File: config.mk
export PLATFORM = sky130hd
export DESIGN_NAME = gsvp_front
export DESIGN_NICKNAME = d
export VERILOG_FILES = /design/src/gsvp_pkg.sv /design/src/gsvp_front.sv
export SDC_FILE = /design/constraint.sdc
export NUM_CORES = 1
export LEC_CHECK = 0
export BUFFER_PORTS_ARGS = -buffer_cell sky130_fd_sc_hd__buf_4
export CAP_MARGIN = 5
export CORE_AREA = 2 2 108 110
export DETAILED_ROUTE_END_ITERATION = 7
export DIE_AREA = 0 0 110 112
export SYNTH_ARGS = -nofsm -noshare
export SYNTH_HDL_FRONTEND = slang
export SYNTH_SLANG_ARGS = --single-unit
File: constraint.sdc
create_clock -name vclk -period 1.9
set_input_delay 0.19 -clock vclk [all_inputs]
set_output_delay 0.19 -clock vclk [all_outputs]
set_load 0.05 [all_outputs]
File: src/gsvp_pkg.sv
`default_nettype none
// ----------------------------------------------------------------------------
// gsvp_pkg
// Shared types and codes of the gshare value predictor: transaction payloads,
// configuration registers, function and internal operation codes.
// ----------------------------------------------------------------------------
package gsvp_pkg;

  // request payload
  typedef struct packed {
    logic [1:0]  func;
    logic [63:0] pc;
    logic [31:0] history_in;
    logic [63:0] train_value;
    logic        taken;
  } req_t;

  // response payload
  typedef struct packed {
    logic        confident_hit;
    logic [63:0] predicted_value;
    logic [31:0] current_history;
  } rsp_t;

  // configuration registers
  typedef struct packed {
    logic       enable;
    logic [3:0] index_bits;
    logic [4:0] tag_bits;
    logic [3:0] conf_max;
    logic [5:0] history_bits;
  } cfg_t;

  localparam int CFG_DATA_W = 6;
  localparam int CFG_IDX_W  = 3;

  localparam logic [CFG_IDX_W-1:0] CFG_ENABLE       = 3'd0;
  localparam logic [CFG_IDX_W-1:0] CFG_INDEX_BITS   = 3'd1;
  localparam logic [CFG_IDX_W-1:0] CFG_TAG_BITS     = 3'd2;
  localparam logic [CFG_IDX_W-1:0] CFG_CONF_MAX     = 3'd3;
  localparam logic [CFG_IDX_W-1:0] CFG_HISTORY_BITS = 3'd4;

  localparam cfg_t CFG_RESET = '{
    enable:       1'b1,
    index_bits:   4'd10,
    tag_bits:     5'd8,
    conf_max:     4'd3,
    history_bits: 6'd10
  };

  // request function codes
  localparam logic [1:0] FUNC_LOOKUP = 2'd0;
  localparam logic [1:0] FUNC_TRAIN  = 2'd1;
  localparam logic [1:0] FUNC_HIST   = 2'd2;

  // classified operations passed from front to back
  localparam logic [1:0] OP_NONE   = 2'd0;
  localparam logic [1:0] OP_LOOKUP = 2'd1;
  localparam logic [1:0] OP_TRAIN  = 2'd2;
  localparam logic [1:0] OP_HIST   = 2'd3;

endpackage
`default_nettype wire

File: src/gsvp_front.sv
`default_nettype none
// ----------------------------------------------------------------------------
// gsvp_front
// Accepts requests, computes the gshare index and tag hash and classifies
// each request into an operation for the back end.
// ----------------------------------------------------------------------------
module gsvp_front #(
  parameter int IW = 10,
  parameter int TW = 16,
  parameter int HW = 32
) (
  input  gsvp_pkg::req_t      req,
  input  logic                req_valid,
  output logic                req_stall,
  input  gsvp_pkg::cfg_t      cfg,
  input  logic                busy,
  input  logic                q_full,
  output logic                q_push,
  output logic [IW+TW+66:0]   q_data
);
  import gsvp_pkg::*;

  localparam int IBW = $clog2(IW + 1);

  logic [61:0]    pc_w;
  logic [31:0]    hmask;
  logic [31:0]    hist;
  logic [IW-1:0]  imask;
  logic [IW-1:0]  idx;
  logic [IBW-1:0] eff_ib;
  logic [61:0]    tag_src;
  logic [TW-1:0]  tmask;
  logic [TW-1:0]  tag;
  logic [1:0]     op;

  assign pc_w = req.pc[63:2];

  always_comb begin
    for (int i = 0; i < 32; i++) begin
      hmask[i] = (i < int'(cfg.history_bits)) && (i < HW);
    end
    for (int i = 0; i < IW; i++) begin
      imask[i] = (i < int'(cfg.index_bits));
    end
    for (int i = 0; i < TW; i++) begin
      tmask[i] = (i < int'(cfg.tag_bits));
    end
  end

  assign hist    = req.history_in & hmask;
  assign idx     = (pc_w[IW-1:0] ^ hist[IW-1:0]) & imask;
  assign eff_ib  = (int'(cfg.index_bits) > IW) ? IBW'(IW) : IBW'(cfg.index_bits);
  assign tag_src = pc_w >> eff_ib;
  assign tag     = (tag_src[TW-1:0] ^ hist[TW-1:0]) & tmask;

  always_comb begin
    unique case (req.func)
      FUNC_LOOKUP: op = cfg.enable ? OP_LOOKUP : OP_NONE;
      FUNC_TRAIN:  op = cfg.enable ? OP_TRAIN : OP_NONE;
      FUNC_HIST:   op = OP_HIST;
      default:     op = OP_NONE;
    endcase
  end

  assign req_stall = q_full || busy;
  assign q_push    = req_valid && !req_stall;
  assign q_data    = {op, idx, tag, req.train_value, req.taken};

endmodule
`default_nettype wire

==> results_dict.tcl <==
set metrics [dict create \
    rsz0062_at_grt "yes" \
    grt_pass1_wl_microns 16600 \
    ys_top_cells_by_count "67 x buf_4, 28 x o21ai_0, 24 x a21oi_1, 24 x nor2_1, 23 x nand2_1" \
    ys_types 65 \
    min_delay_path_depth 0 \
    start_util_pct 22.8 \
    status "finished, violations left" \
    firstDrtPassIters 4 \
    holdWs_ps 380 \
    cp_num_cells 8 \
    pre_cts_slack_ps -218 \
    violations "negative setup slack" \
    core_sq_um 11200 \
    vias_per_cell 5.06 \
    dr_wl_met2_microns 5660 \
    dr.max_layer_used "met4" \
    grt_max_degree 15 \
    dp_hpwl_microns 8760 \
    crit_buf_inv 3 \
    dr_wl_met3_microns 670 \
    synth_nets 551 \
    min_path_type "primary input to output pin" \
    vias 3089 \
    slew_viol_final 0 \
    cp.arrival_ps 1790 \
    grt_usage_pct 16.7 \
    grt_overflow 0 \
    worst_slack_ps -82.6 \
    crit_top_cell "buf_6" \
    critPathKind "primary input to output pin" \
    diodes 0 \
    start_kind "primary input" \
    fin_nets 656 \
    rows 39 \
    portBuffers 93 \
    fillers 1146 \
    syn_inst 365 \
    worst_setup_path_end_kind "output pin" \
    synth_area_leaders "buf_4 20%, mux2i_1 7.9%, mux4_2 6.2%" \
    syn_avg_cell_area_sq_um 6.98 \
    yosys.area.top_type "buf_4" \
    grt_pass1_vias 3251 \
    die_w_microns 110 \
    drtIter0Drc 177 \
    period_minus_slack_ps 1980 \
    drt-met1-wl_microns 4460 \
    p_leak_nw 1.87 \
    yosys_warnings 0 \
    dieHeight_microns 112 \
    seqCellArea_sq_um 0 \
    final_area_sq_um 4300 \
    crit_start "cfg[15]" \
    drc 0 \
    n_sequential_cell 0 \
    drive_gt1_share_pct 62.6 \
    worst_slew_pin_slew_ps 426 \
    period_share_pct 104 \
    area_growth_syn_to_layout_pct 68.9 \
    path_cells "buf_12 > buf_6 > mux2i_2 > and2_4 > or4_4 > a31o_1 > a21oi_4 > buf_6" \
    wl_per_cell_microns 17.9 \
    ios 281 \
    synth_area_sq_um 2550 \
    max_cap_viol_count 0 \
    die_area_sq_um 12300 \
    crit_fanout 7 \
    ir_drop_uv 241 \
    hold_viol_final 0 \
    power_density_nw_per_um2 342 \
    slew_headroom_pct 71.5 \
    crit_end "q_data[76]" \
    crit_required_ps 1710 \
    clock.fmax_ghz 0.504 \
    cp_slowest_cell "or4_4" \
    wirelength_microns 11000 \
    setup_viol 7 \
    dpl_cell_area_sq_um 3640 \
    clockBufferCount 0 \
    yosysTopAreaCellShare_pct 19.7 \
    multi_input_area_sq_um 2420 \
    cpLargestDelayFamily "simple AND/OR/NAND/NOR gates" \
    ys_seq_area_share_pct 0 \
    grt_antenna_before_repair 0 \
    synth.most_common_cell "buf_4" \
    gp_congestion 0.962 \
    antenna_left 0 \
    critical_path.max_stage_delay_ps 480 \
]
## through the flow
step                TNS [ps]  power [mW]  instances  utilization, %
floorplan               -297        1.13        365               -
global placement       -2650        1.24        596            32.6
detailed placement     -2900        1.25        596            32.6
CTS                     -298        1.39        600            35.9
global route            -813        1.56        611            38.5
finish                  -267        1.47        611            38.5
## layer usage
metal	vias up	track usage (%)
met5	-	0
met1	1462	20.9
li1	1487	-
met4	0	2.78
met2	124	30.7
met3	16	1.58
## cell usage in the layout (no fill, tap or decap), types with 4 or more instances in the layout
cell type / count
and3_1: 5
a21oi_4: 4
a21oi_2: 7
buf_4: 152
buf_6: 28
nor2_2: 5
mux2i_1: 16
buf_8: 5
buf_12: 6
mux4_2: 8
nor2b_1: 7
xor2_1: 8
and2_1: 4
nand2_1: 18
a21oi_1: 15
o21ai_0: 19
nor3_4: 4
o21ai_1: 8
inv_1: 4
nand2_2: 4
nand3_1: 8
nor2_1: 19
a21o_1: 6
or3_4: 4
and3_4: 4
## area by class of cell
cell class                      count  area share, %
Timing Repair Buffer              192           39.0
Tap cell                          143           4.16
Multi-Input combinational cell    270           56.4
Inverter                            6          0.523
## kinds of logic after synthesis
kind of cell           count (synthesis)  synth area share [%]
multiplexers                          32                  16.8
AO/OA/AOI/OAI                        108                  28.1
buffers and inverters                 95                  26.2
AND/OR/NAND/NOR                      120                  25.4
XOR/XNOR                              10                  3.44
## where the power goes
part / switching, mW / leakage [nW] / internal, mW
registers: 0 / 0 / 0
clock network: 0 / 0 / 0
logic: 0.788 / 1.87 / 0.684
total: 0.788 / 1.87 / 0.684
## how the worst min path moves through the flow
| stage | start | to | slack, ps |
|---|---|---|---|
| after floorplan | req[0] | q_data[0] | 550 |
| after detailed placement | req[14] | q_data[14] | 380 |
| after global placement | req[14] | q_data[14] | 380 |
| after CTS | req[14] | q_data[14] | 380 |
| final | req[16] | q_data[16] | 380 |
| after global routing | req[60] | q_data[60] | 380 |
## repair_timing
| item | 4_1_cts | 5_1_grt |
|---|---|---|
| pin swaps | 22 | 20 |
| buffers inserted | 4 | 10 |
| gates cloned | 0 | 1 |
| gates resized for setup | 85 | 43 |
| hold buffers | 0 | 0 |
| setup endpoints to repair | 18 | 20 |
| endpoints found under the hold margin | 0 | 0 |
No activity file was read; power rests on OpenSTA's default activity.
