**config.mk**
```make
export PLATFORM = sky130hd
export DESIGN_NAME = gsvp_queue
export DESIGN_NICKNAME = d
export VERILOG_FILES = /design/src/gsvp_queue.sv
export SDC_FILE = /design/constraint.sdc
export NUM_CORES = 1
export LEC_CHECK = 0
export ABC_AREA = 1
export BUFFER_PORTS_ARGS = -buffer_cell sky130_fd_sc_hd__buf_2
export CORE_MARGIN = 2
export CORE_UTILIZATION = 39
export DETAILED_ROUTE_END_ITERATION = 8
export MAX_ROUTING_LAYER = met4
export SYNTH_ARGS = -nofsm -noshare
export SYNTH_HDL_FRONTEND = slang
export SYNTH_SLANG_ARGS = --single-unit
```
**constraint.sdc**
```tcl
create_clock -name clk -period 1.11 [get_ports clk]
set_input_delay 0 -clock clk [delete_from_list [all_inputs] [get_ports clk]]
set_output_delay 0 -clock clk [all_outputs]
set_load 0.01 [all_outputs]
```
**src/gsvp_queue.sv**
```systemverilog
`default_nettype none
// ----------------------------------------------------------------------------
// gsvp_queue
// Two-entry queue between the classifying front and the table back end.
// ----------------------------------------------------------------------------
module gsvp_queue #(
  parameter int W = 8
) (
  input  logic         clk,
  input  logic         rst,
  input  logic         push,
  input  logic [W-1:0] push_data,
  output logic         full,
  input  logic         pop,
  output logic         not_empty,
  output logic [W-1:0] pop_data
);

  logic [W-1:0] slot [2];
  logic         wr_ptr;
  logic         rd_ptr;
  logic [1:0]   count;

  assign full      = (count == 2'd2);
  assign not_empty = (count != 2'd0);
  assign pop_data  = slot[rd_ptr];

  always_ff @(posedge clk) begin
    if (push) begin
      slot[wr_ptr] <= push_data;
    end
  end

  always_ff @(posedge clk) begin
    if (rst) begin
      wr_ptr <= 1'b0;
      rd_ptr <= 1'b0;
      count  <= 2'd0;
    end else begin
      if (push) begin
        wr_ptr <= ~wr_ptr;
      end
      if (pop) begin
        rd_ptr <= ~rd_ptr;
      end
      if (push && !pop) begin
        count <= count + 2'd1;
      end else if (pop && !push) begin
        count <= count - 2'd1;
      end
    end
  end

`ifndef SYNTHESIS
  a_no_push_full: assert property (@(posedge clk) disable iff (rst) push |-> !full)
    else $error("queue pushed while full");
  a_no_pop_empty: assert property (@(posedge clk) disable iff (rst) pop |-> not_empty)
    else $error("queue popped while empty");
`endif

endmodule
`default_nettype wire

```
==> impl_summary.log, run 1 <==
INFO  metric num-fill-cells = between 150 and 200
INFO  metric share_of_synthesized_area_occupied_by_flip_flops_and_latches = 0.690
INFO  metric violations = negative setup slack
INFO  metric dp.final_hpwl = 860 microns
INFO  metric clkSinkCount = 21
INFO  metric post_synth.cell_area_avg = between 10 and 15 sq um
INFO  metric clk_pin_slew_worst_paths = 100 ps
INFO  metric initial_utilization = 0.420
INFO  metric first_global_vias = around 510
INFO  metric timing.hold.worst.class = in -> reg
INFO  metric layout.area.seq = ~580 sq um
INFO  metric pwr_density_cell = 1310 nW/um^2
INFO  metric synthesis.yosys.warnings = 0
INFO  metric mappedNetlistNets = 71
INFO  metric ctsHtreeMaxLevel = 1
INFO  metric timing.final.setup_violations = 8
INFO  metric post_synth_inst_count = 58
INFO  metric run_status = complete, but fails checks
INFO  metric place_congestion = 0.574
INFO  metric crit_share_post_route = 1.08
INFO  metric worst-path-max-fanout = 8
INFO  metric worst_hold_slack = approximately 430 ps
INFO  metric cts_tree = yes
INFO  metric die_width = 50.4 microns
INFO  metric postLayoutSetupSlackWorst = -92.1 ps
INFO  metric syn_area = 841 sq um
INFO  metric ys_ff_latch = 21
INFO  metric routedLengthMet1 = 501 microns
INFO  metric critical_path_buf_inv_count = 2
INFO  metric drt-total-wl = 1280 microns
INFO  metric antenna_cells_inserted = 0
INFO  metric critPathRequiredTime = approximately 1100 ps
INFO  metric numCtsBuffers = 3
INFO  metric layout.nets = ~110
INFO  metric global_route.usage.total = 0.117
INFO  metric route.vias.total = 536
INFO  metric crit_type = reg -> out
INFO  metric worst_margin_pin_slew = 322 ps
INFO  metric grt_setup_unrepaired = yes
INFO  metric synth_cell_types = 16
INFO  metric fin_skew = ~0.54 ps
INFO  metric finalSetupTns = -641 ps
INFO  metric critical_path.endpoint_type = output pin
INFO  metric cp.arrival = between 1000 and 1500 ps
INFO  metric die_h = 50.4 microns
INFO  metric ctsLongestPathBuffers = 2
INFO  metric routedWlPerCell = between 10 and 15 microns
INFO  metric detailedRoute.firstPassIterationCount = 2
INFO  metric design.die.area = between 2000 and 3000 sq um
INFO  metric design.core.area = 2000 sq um
INFO  metric largest_net_degree_at_the_start_of_global_routing = 13
INFO  metric drive_above_1_share = 0.411
INFO  metric final_period_minus_worst_setup_slack = 1200 ps
INFO  metric route.top_layer_used = met4
INFO  metric vias_per_cell = 4.39
INFO  metric grt_antenna_before_repair = 0
INFO  metric rows = 16
INFO  metric hold_viol = 0
INFO  metric postRouteAntennaNets = 0
INFO  metric critPathLaunchType = flip-flop
INFO  metric clkLatencyLatePin = 280 ps
INFO  metric drtIter0Drc = 1
INFO  metric total_area_of_multi_input_combinational_cells = 228 sq um
INFO  metric port_buffers = 21
INFO  metric number_of_maximum_capacitance_constraint_violations = 0
INFO  metric met2_wirelength = 707 microns
INFO  metric rel_slew_slack = 0.785
INFO  metric timing.critical_path.max_delay_family = flip-flops
INFO  metric ir_worst_vdd = 0.732 mV
INFO  metric report.final.slew_viol_count = 0
INFO  metric io_pins = 22
INFO  metric grt_pass1_wl = 2100 microns
INFO  metric crit_path_cell_trace = buf_12, mux2_4, buf_6
INFO  metric met3_wirelength = 45 microns
INFO  metric gr-total-overflow = 0
INFO  metric worst_path_max_delay_cell = sky130_fd_sc_hd__dfxtp_2
INFO  metric timing.critical_path.slowest_cell_delay = 350 ps
INFO  metric fmax_achieved = 832 MHz
INFO  metric cts_root_buffer = sky130_fd_sc_hd__clkbuf_4
INFO  metric power.static_leakage = between 0.0005 and 0.0006 uW
INFO  metric drc = 0
INFO  metric area_growth_syn_to_layout = 42.4%
[metrics by stage]
step	worst slack (ps)	utilization	std cells	instance area, sq um	total power [uW]
after floorplan	52.1	-	58	841	1090
after global placement	151	0.498	107	996	1180
after detailed placement	128	0.498	107	996	1190
after CTS	-117	0.592	122	1180	1600
after global routing	-143	0.598	122	1200	1660
final	-92.1	0.598	122	1200	1570
[synth_stat cells (all sizes together)]
| master | n | area [sq um] |
|---|---|---|
| edfxtp | 16 | 480 |
| xnor2 | 1 | 8.76 |
| nand4 | 1 | 6.26 |
| nand3 | 1 | 5.00 |
| nor2 | 6 | 22.5 |
| nand2 | 6 | 25.0 |
| inv | 9 | 33.8 |
| buf | 1 | 11.3 |
| a21oi | 1 | 5.00 |
| ha | 1 | 12.5 |
| nor3 | 1 | 5.00 |
| mux2 | 8 | 120 |
| o21ai | 1 | 5.00 |
| dfxtp | 5 | 100 |
[report_power, final]
group / switching (uW) / total [uW] / internal [uW]
clock: 194 / 328 / 133
sequential: 20.0 / 919 / 899
combinational: 132 / 324 / 192
[cell type report]
cell class	count	share of cell area
Clock buffer	3	0.0188
Clock inverter	1	0.00418
Multi-Input combinational cell	27	0.190
Timing Repair Buffer	34	0.245
Inverter	9	0.0282
Sequential cell	21	0.486
Tap cell	27	0.0282
[final timing paths]
| kind | startpoint | endpoint | slack (ps) | cells after the start |
|---|---|---|---|---|
| setup / recovery | flip-flop | pop_data[0] | -90 | 3 |
| hold / removal | push_data[0] | slot[0][0]$_DFFE_PP_ | 430 | 2 |
| setup reg to reg | wr_ptr$_SDFFE_PP0P_ | slot[1][5]$_DFFE_PP_ | 130 | 2 |
| hold reg to reg | wr_ptr$_SDFFE_PP0P_ | wr_ptr$_SDFFE_PP0P_ | 520 | 2 |
[flip-flops by register name (all words and copies together), names as in the netlist, named ones only]
name / flops
count: 2
rd_ptr: 1
slot: 16
wr_ptr: 1
[cells by family (layout without fill, tap and decap cells)]
logic type	Yosys count	in the layout	share of synthesized area
xor+xnor	1	1	0.0104
compound gates	2	2	0.0119
buf+inv	10	47	0.0536
flops	21	21	0.690
fa+ha+maj	1	1	0.0149
mux	8	8	0.143
simple gates	15	15	0.0759
[what timing repair did]
action                                  in CTS  in global routing
endpoints found under the setup margin       8                 10
pin swaps                                    0                  0
setup buffers                                0                  0
resized for setup                            9                  1
endpoints found under the hold margin       20                  0
hold buffers                                11                  0
[routing by layer]
metal | vias up | track usage
met5 | - | -
met4 | 0 | 0.0541
met3 | 2 | 0.0268
met2 | 15 | 0.226
met1 | 248 | 0.106
li1 | 271 | -
[cells in the final DEF (no fill, tap or decap), types with 3 or more instances in the layout]
cell / netlist / routed
sky130_fd_sc_hd__nand2_1: 5 / 5
sky130_fd_sc_hd__dlygate4sd3_1: 0 / 11
sky130_fd_sc_hd__buf_2: 0 / 13
sky130_fd_sc_hd__clkbuf_4: 0 / 3
sky130_fd_sc_hd__buf_6: 1 / 8
sky130_fd_sc_hd__mux2_4: 8 / 8
sky130_fd_sc_hd__edfxtp_1: 16 / 16
sky130_fd_sc_hd__dfxtp_1: 5 / 4
sky130_fd_sc_hd__inv_1: 8 / 8
sky130_fd_sc_hd__nor2_1: 6 / 6
(Power assumes the default switching activity.)
==> run 2, diff against run 1 <==
- ABC_AREA: 1 -> not set
- SETUP_SLACK_MARGIN: not set -> 0.15
==> run 2 against run 1 <==
Sequential share of layout area shrank 0.63 points. Power grew 6.3%. Via count shrank 6.3%. Final cell count shrank 5.7%. Critical endpoint is now pop_data[7]. First-iteration DRC count grew to 3.0 times the previous value. Setup slack gained 7.6 ps. Synthesized cell count shrank 19%. Die area shrank 6.0%. Area after synthesis shrank 6.5%. The flow still finishes with violations (negative setup slack). Clock skew grew 1.4 ps. Routed wire length shrank 2.2%. Worst hold slack lost 260 ps. Highest routed layer unchanged.
==> impl_summary.log, run 2 <==
INFO  metric worst_path_max_delay_cell = sky130_fd_sc_hd__dfxtp_2
INFO  metric edff_count_synth = 16
INFO  metric synth-async-reset-ratio = 0
INFO  metric ys_top_cells_by_count = sky130_fd_sc_hd__edfxtp_1, sky130_fd_sc_hd__mux2_2, sky130_fd_sc_hd__dfxtp_1
INFO  metric yosys_most_used_dff = sky130_fd_sc_hd__edfxtp_1
INFO  metric die_h = 48.9 microns
INFO  metric run_status = complete, but fails checks
INFO  metric reg2reg_depth = 3
INFO  metric global_route.usage.total = 0.124
INFO  metric initial_utilization = 0.409
INFO  metric total_area_of_multi_input_combinational_cells = around 240 sq um
INFO  metric synthDominantCellAreaShare = 0.611
INFO  metric report.final.slew_viol_count = 0
INFO  metric critical_path_buf_inv_count = 2
INFO  metric grt_setup_unrepaired = yes
INFO  metric critPathRequiredTime = ~1100 ps
INFO  metric crit_share_post_route = 1.08
INFO  metric cts_root_buffer = sky130_fd_sc_hd__clkbuf_4
INFO  metric fmax_achieved = 837 MHz
INFO  metric drtIter0Drc = 3
INFO  metric worst-path-stages = 3
INFO  metric simple_gate_area_share_of_the_yosys_netlist = 0.0621
INFO  metric number_of_maximum_capacitance_constraint_violations = 0
INFO  metric synth_largest_area_cell = sky130_fd_sc_hd__edfxtp_1
INFO  metric rows = 16
INFO  metric rr_startpoint = count[0]$_SDFFE_PP0P_
INFO  metric timing.critical_path.max_delay_family = flip-flops
INFO  metric numCtsBuffers = 3
INFO  metric post_synth.cell_area_avg = around 17 sq um
INFO  metric gr-total-overflow = 0
INFO  metric num-fill-cells = 160
INFO  metric dominant_cells_by_area_after_synthesis = sky130_fd_sc_hd__edfxtp_1, sky130_fd_sc_hd__dfxtp_1, sky130_fd_sc_hd__mux2_2
INFO  metric hold_path_origin = push
INFO  metric crit_path_cell_trace = buf_6, mux2_4, buf_6
INFO  metric design.die.area = 2390 sq um
INFO  metric ctsHtreeMaxLevel = 1
INFO  metric violations = negative setup slack
INFO  metric post_synth_inst_count = 47
INFO  metric timing.reg2reg.setup_slack = around 80 ps
INFO  metric die_width = roughly 50 microns
INFO  metric timing.critical_path.mode_cell = sky130_fd_sc_hd__buf_6
INFO  metric port_buffers = 21
INFO  metric area_growth_syn_to_layout = 56.1%
INFO  metric power.static_leakage = 0.000511 uW
INFO  metric cp.arrival = 1190 ps
INFO  metric drc = 0
INFO  metric synth_top_family_by_area = multiplexers
INFO  metric worst_r2r_endpoint = count[1]$_SDFFE_PP0P_
INFO  metric layout.nets = approximately 100
INFO  metric final_area = 1230 sq um
INFO  metric worst_hold_slack = 171 ps
INFO  metric cts_tree = yes
INFO  metric worst_hold_path.num_cells = 4
INFO  metric synthesis.yosys.warnings = 0
INFO  metric drt-total-wl = around 1200 microns
INFO  metric postLayoutSetupSlackWorst = -84.5 ps
INFO  metric largest_register_ffs = 16
INFO  metric cell_area_after_placement = 953 sq um
INFO  metric syn_area = 786 sq um
INFO  metric grt_pass1_wl = ~2200 microns
INFO  metric layout.area.seq = 588 sq um
INFO  metric totalPowerFinal = 1670 uW
INFO  metric postRouteAntennaNets = 0
INFO  metric final_period_minus_worst_setup_slack = around 1200 ps
INFO  metric routedWlPerCell = 10.9 microns
INFO  metric hold_viol = 0
INFO  metric regMostFlops = slot
INFO  metric layout.cells.most_common_list = sky130_fd_sc_hd__edfxtp_1, sky130_fd_sc_hd__buf_6, sky130_fd_sc_hd__dlygate4sd3_1, sky130_fd_sc_hd__buf_2, sky130_fd_sc_hd__mux2_4
INFO  metric first_global_vias = 491
INFO  metric clk_pin_slew_worst_paths = about 110 ps
INFO  metric synth_compound_area_frac = 0.0127
INFO  metric timing.hold.worst.class = in -> reg
INFO  metric grt_antenna_before_repair = 0
INFO  metric final_common_cell = sky130_fd_sc_hd__edfxtp_1
INFO  metric reg.largest.list = slot (16), count (2)
INFO  metric route.vias.total = 502
INFO  metric timing.final.setup_violations = 8
INFO  metric ir_worst_vdd = ~0.84 mV
INFO  metric detailedRoute.firstPassIterationCount = 2
INFO  metric mappedNetlistNets = 60
INFO  metric io_pins = 22
INFO  metric ctsLongestPathBuffers = 2
INFO  metric largest_net_degree_at_the_start_of_global_routing = 13
INFO  metric timing.hold.worst_endpoint = count[0]$_SDFFE_PP0P_
INFO  metric worst_margin_pin_slew = 181 ps
INFO  metric yosys-mux-area-fraction = 0.115
INFO  metric crit_type = reg -> out
INFO  metric synth_cell_types = 16
INFO  metric design.core.area = 1920 sq um
INFO  metric ys_ff_latch = 21
INFO  metric dp.final_hpwl = 807 microns
INFO  metric vias_per_cell = 4.37
INFO  metric clkLatencyLatePin = 290 ps
INFO  metric critPathLaunchType = flip-flop
INFO  metric synth-xor-area-share = 0.0446
INFO  metric antenna_cells_inserted = 0
INFO  metric pwr_density_cell = 1360 nW/um^2
INFO  metric timing.critical_path.slowest_cell_delay = 360 ps
INFO  metric clkSinkCount = 21
INFO  metric critical_path.endpoint_type = output pin
INFO  metric share_of_synthesized_area_occupied_by_flip_flops_and_latches = 0.739
INFO  metric synth-adder-area-share = 0.0159
INFO  metric worst-path-max-fanout = 4
INFO  metric rel_slew_slack = 0.878
INFO  metric synth_most_common_cell = sky130_fd_sc_hd__edfxtp_1
INFO  metric drive_above_1_share = 0.534
INFO  metric place_congestion = 0.698
INFO  metric fin_skew = 1.94 ps
-- run 2: cell types whose count changed after synthesis, sizes merged, moves of 2 or more --
cell   before  now
nand2       6    0
inv         9    1
nor2        6    4
xor2        0    2
-- run 2: cells by family after synthesis --
logic type	after synthesis
adders and majority gates	1
and+or+nand+nor	9
muxes	8
buffers and inverters	2
xor gates and xnor gates	4
DFF	21
AOI/OAI and AO/OA	2
-- run 2: tightest hold or removal path, delay by kind of cell --
kind | cells | cell delay (ps)
adder cells (fa/ha/maj) | 1 | 180
buffers and inverters | 1 | 100
XOR/XNOR | 1 | 80
AND/OR/NAND/NOR | 1 | 70
-- run 2: final cells by class --
type,count,share of cell area
Inverter,1,0.00306
Clock inverter,1,0.00408
Timing Repair Buffer,38,0.272
Clock buffer,3,0.0184
Tap cell,27,0.0276
Multi-Input combinational cell,24,0.195
Sequential cell,21,0.480
-- run 2: layer usage --
metal | global-route usage | vias up | routed length (microns)
met2 | 0.205 | 10 | 628
met1 | 0.143 | 238 | 562
met3 | 0.0307 | 2 | 44
met4 | 0.0571 | 0 | 14
li1 | - | 252 | -
met5 | - | - | 0
-- run 2: power by group --
group,switching (uW),internal (uW)
sequential,27.7,912
clock,210,134
combinational,138,249
-- run 2: per-stage QoR --
| step | instances | util | TNS (ps) | worst slack [ps] |
|---|---|---|---|---|
| final | 115 | 0.638 | -637 | -84.5 |
| after global routing | 115 | 0.638 | -1140 | -155 |
| after CTS | 115 | 0.631 | -721 | -96.7 |
| after detailed placement | 98 | 0.496 | 0 | 99.4 |
| after global placement | 98 | 0.496 | 0 | 124 |
| after floorplan | 47 | - | 0 | 146 |
-- run 2: repair_timing --
action | in CTS | in global routing
resized for setup | 24 | 3
hold buffers | 11 | 0
pin swaps | 2 | 0
gates cloned | 0 | 0
setup endpoints to repair | 19 | 19
endpoints found under the hold margin | 21 | 0
setup buffers | 2 | 0
-- run 2: how the worst max path moves through the flow --
stage / startpoint / to / slack, ps
floorplan: wr_ptr$_SDFFE_PP0P_ / slot[1][0]$_DFFE_PP_ / 150
global placement: push / count[1]$_SDFFE_PP0P_ / 120
detailed placement: push / count[1]$_SDFFE_PP0P_ / 100
CTS: flip-flop / pop_data[4] / -100
global route: flip-flop / pop_data[7] / -150
finish: flip-flop / pop_data[7] / -80
==> run 3, diff against run 2 <==
- CORE_ASPECT_RATIO: not set -> 1.4
- SKIP_CTS_REPAIR_TIMING: not set -> 1
==> run 3 against run 2 <==
The flow finishes with violations (negative hold slack, negative setup slack). Routed wire length increased by 7.6%. Maximum frequency decreased by 1.0%. Clock skew decreased by 1.3 ps. Combinational power increased by 2%. Critical path depth unchanged. Final cell count decreased by 8.7%. Clock-buffer cell count increased by 1. Die area increased by 0.22%. Highest routed layer unchanged.
==> impl_summary.log, run 3 (same netlist as run 2, synthesis figures left out) <==
INFO  metric pwr_density_cell = 1390 nW/um^2
INFO  metric grt_antenna_before_repair = 0
INFO  metric report.final.slew_viol_count = 0
INFO  metric initial_utilization = 0.408
INFO  metric first_global_vias = ~480
INFO  metric drive_above_1_share = 0.536
INFO  metric global_route.usage.total = 0.116
INFO  metric ctsLongestPathBuffers = 2
INFO  metric die_width = approximately 42 microns
INFO  metric grt_pass1_wl = ~2000 microns
INFO  metric grt_setup_unrepaired = yes
INFO  metric routedWlPerCell = 12.8 microns
INFO  metric critical_path.endpoint_type = output pin
INFO  metric clk_pin_slew_worst_paths = 110 ps
INFO  metric layout.core_utilization = 0.632
INFO  metric cell_internal_pwr = about 1300 uW
INFO  metric place_congestion = a little over 0.6
INFO  metric run_status = complete, but fails checks
INFO  metric cts_root_buffer = sky130_fd_sc_hd__clkbuf_4
INFO  metric final_common_cell = sky130_fd_sc_hd__edfxtp_1
INFO  metric area_growth_syn_to_layout = 54.8%
INFO  metric regMostFlops = slot
INFO  metric largest_register_ffs = 16
INFO  metric io_pins = 22
INFO  metric fin_skew = 0.590 ps
INFO  metric critPathLaunchType = flip-flop
INFO  metric port_buffers = 21
INFO  metric cp.arrival = 1210 ps
INFO  metric power.share.switching = 0.225
INFO  metric dp.final_hpwl = 906 microns
INFO  metric power_switching = about 380 uW
INFO  metric layout.nets = roughly 100
INFO  metric drt-total-wl = 1340 microns
INFO  metric timing.final.setup_violations = 8
INFO  metric num-fill-cells = roughly 150
INFO  metric drc = 0
INFO  metric timing.hold.worst.class = in -> reg
INFO  metric timing.critical_path.max_delay_family = flip-flops
INFO  metric hold_viol = 2
INFO  metric crit_path_cell_trace = buf_12, mux2_4, buf_6
INFO  metric power.static_leakage = 0.000504 uW
INFO  metric total_area_of_multi_input_combinational_cells = 246 sq um
INFO  metric design.die.area = 2390 sq um
INFO  metric worst_hold_slack = -8.34 ps
INFO  metric rows = 19
INFO  metric power_frac_comb = 0.233
INFO  metric vias_per_cell = 4.60
INFO  metric clkLatencyLatePin = 290 ps
INFO  metric design.core.area = 1930 sq um
INFO  metric rel_slew_slack = 0.879
INFO  metric crit_share_post_route = 1.09
INFO  metric register_share_of_total_power = 0.560
INFO  metric postRouteAntennaNets = 0
INFO  metric ir_worst_vdd = 0.935 mV
INFO  metric antenna_cells_inserted = 0
INFO  metric drtIter0Drc = 0
INFO  metric layout.cells.most_common_list = sky130_fd_sc_hd__edfxtp_1, sky130_fd_sc_hd__buf_2, sky130_fd_sc_hd__buf_6
INFO  metric ctsHtreeMaxLevel = 1
INFO  metric pwr-share-clk = 0.207
INFO  metric final_period_minus_worst_setup_slack = 1210 ps
INFO  metric violations = negative hold slack, negative setup slack
INFO  metric critical_path_buf_inv_count = 2
INFO  metric reg.largest.list = slot (16), count (2)
INFO  metric postLayoutSetupSlackWorst = -97.1 ps
INFO  metric layout.area.seq = 588 sq um
INFO  metric critPathRequiredTime = 1110 ps
INFO  metric largest_net_degree_at_the_start_of_global_routing = 12
INFO  metric detailedRoute.firstPassIterationCount = 1
INFO  metric totalPowerFinal = 1690 uW
INFO  metric route.vias.total = a little under 500
INFO  metric pre_cts_ws = around 81 ps
INFO  metric worst_margin_pin_slew = 181 ps
INFO  metric gr-total-overflow = 0
INFO  metric clkSinkCount = 21
INFO  metric die_h = between 50 and 60 microns
INFO  metric crit_type = reg -> out
INFO  metric number_of_maximum_capacitance_constraint_violations = 0
INFO  metric fmax_achieved = a little over 800 MHz
INFO  metric finalSetupTns = -697 ps
INFO  metric worst_path_max_delay_cell = sky130_fd_sc_hd__dfxtp_2
INFO  metric timing.critical_path.slowest_cell_delay = 350 ps
INFO  metric cts_tree = yes
INFO  metric numCtsBuffers = 3
INFO  metric worst-path-max-fanout = 8
run 3: cell types whose count changed in the layout (fill, tap and decap cells not counted), sizes merged:
cell         before  now
buf              27   25
clkinv            1    0
clkbuf            3    4
dlygate4sd3      11    9
run 3: layout make-up:
cell class,count,share of cell area
clock buffer,4,0.0216
inverter,1,0.00309
multi-input combinational,24,0.203
sequential,21,0.484
tap,21,0.0216
timing repair buffer,34,0.267
run 3: final timing paths:
| path | end | start | slack, ps | cells after the start |
|---|---|---|---|---|
| setup / recovery | pop_data[1] | flip-flop | -100 | 3 |
| hold reg to reg | count[1]$_SDFFE_PP0P_ | count[1]$_SDFFE_PP0P_ | 510 | 2 |
| setup reg to reg | count[1]$_SDFFE_PP0P_ | count[0]$_SDFFE_PP0P_ | 70 | 3 |
| hold / removal | rd_ptr$_SDFFE_PP0P_ | pop | -8 | 3 |
run 3: metal layers:
layer / wire (microns) / GRT usage
met5: 0 / -
met2: 738 / 0.190
met3: 45 / 0.0222
met4: 14 / 0.0691
met1: 546 / 0.131
run 3: worst min-delay path, delay by kind of cell:
family | cells | cell delay [ps]
XOR/XNOR | 1 | 70
AND/OR/NAND/NOR | 1 | 80
buffers and inverters | 1 | 100
run 3: metrics by stage:
step | instance area (sq um) | std cells
2_1_floorplan | 790 | 47
3_3_place_gp | 976 | 91
5_1_grt | 1220 | 105
4_1_cts | 1000 | 95
3_5_place_dp | 976 | 91
6_report | 1220 | 105
run 3: power groups by stage:
stage / combinational [uW] / sequential, uW / clock, uW
floorplan: 143 / 944 / 0
global placement: 259 / 950 / 0
detailed placement: 263 / 955 / 0
CTS: 265 / 936 / 363
global route: 420 / 949 / 395
finish: 393 / 944 / 349
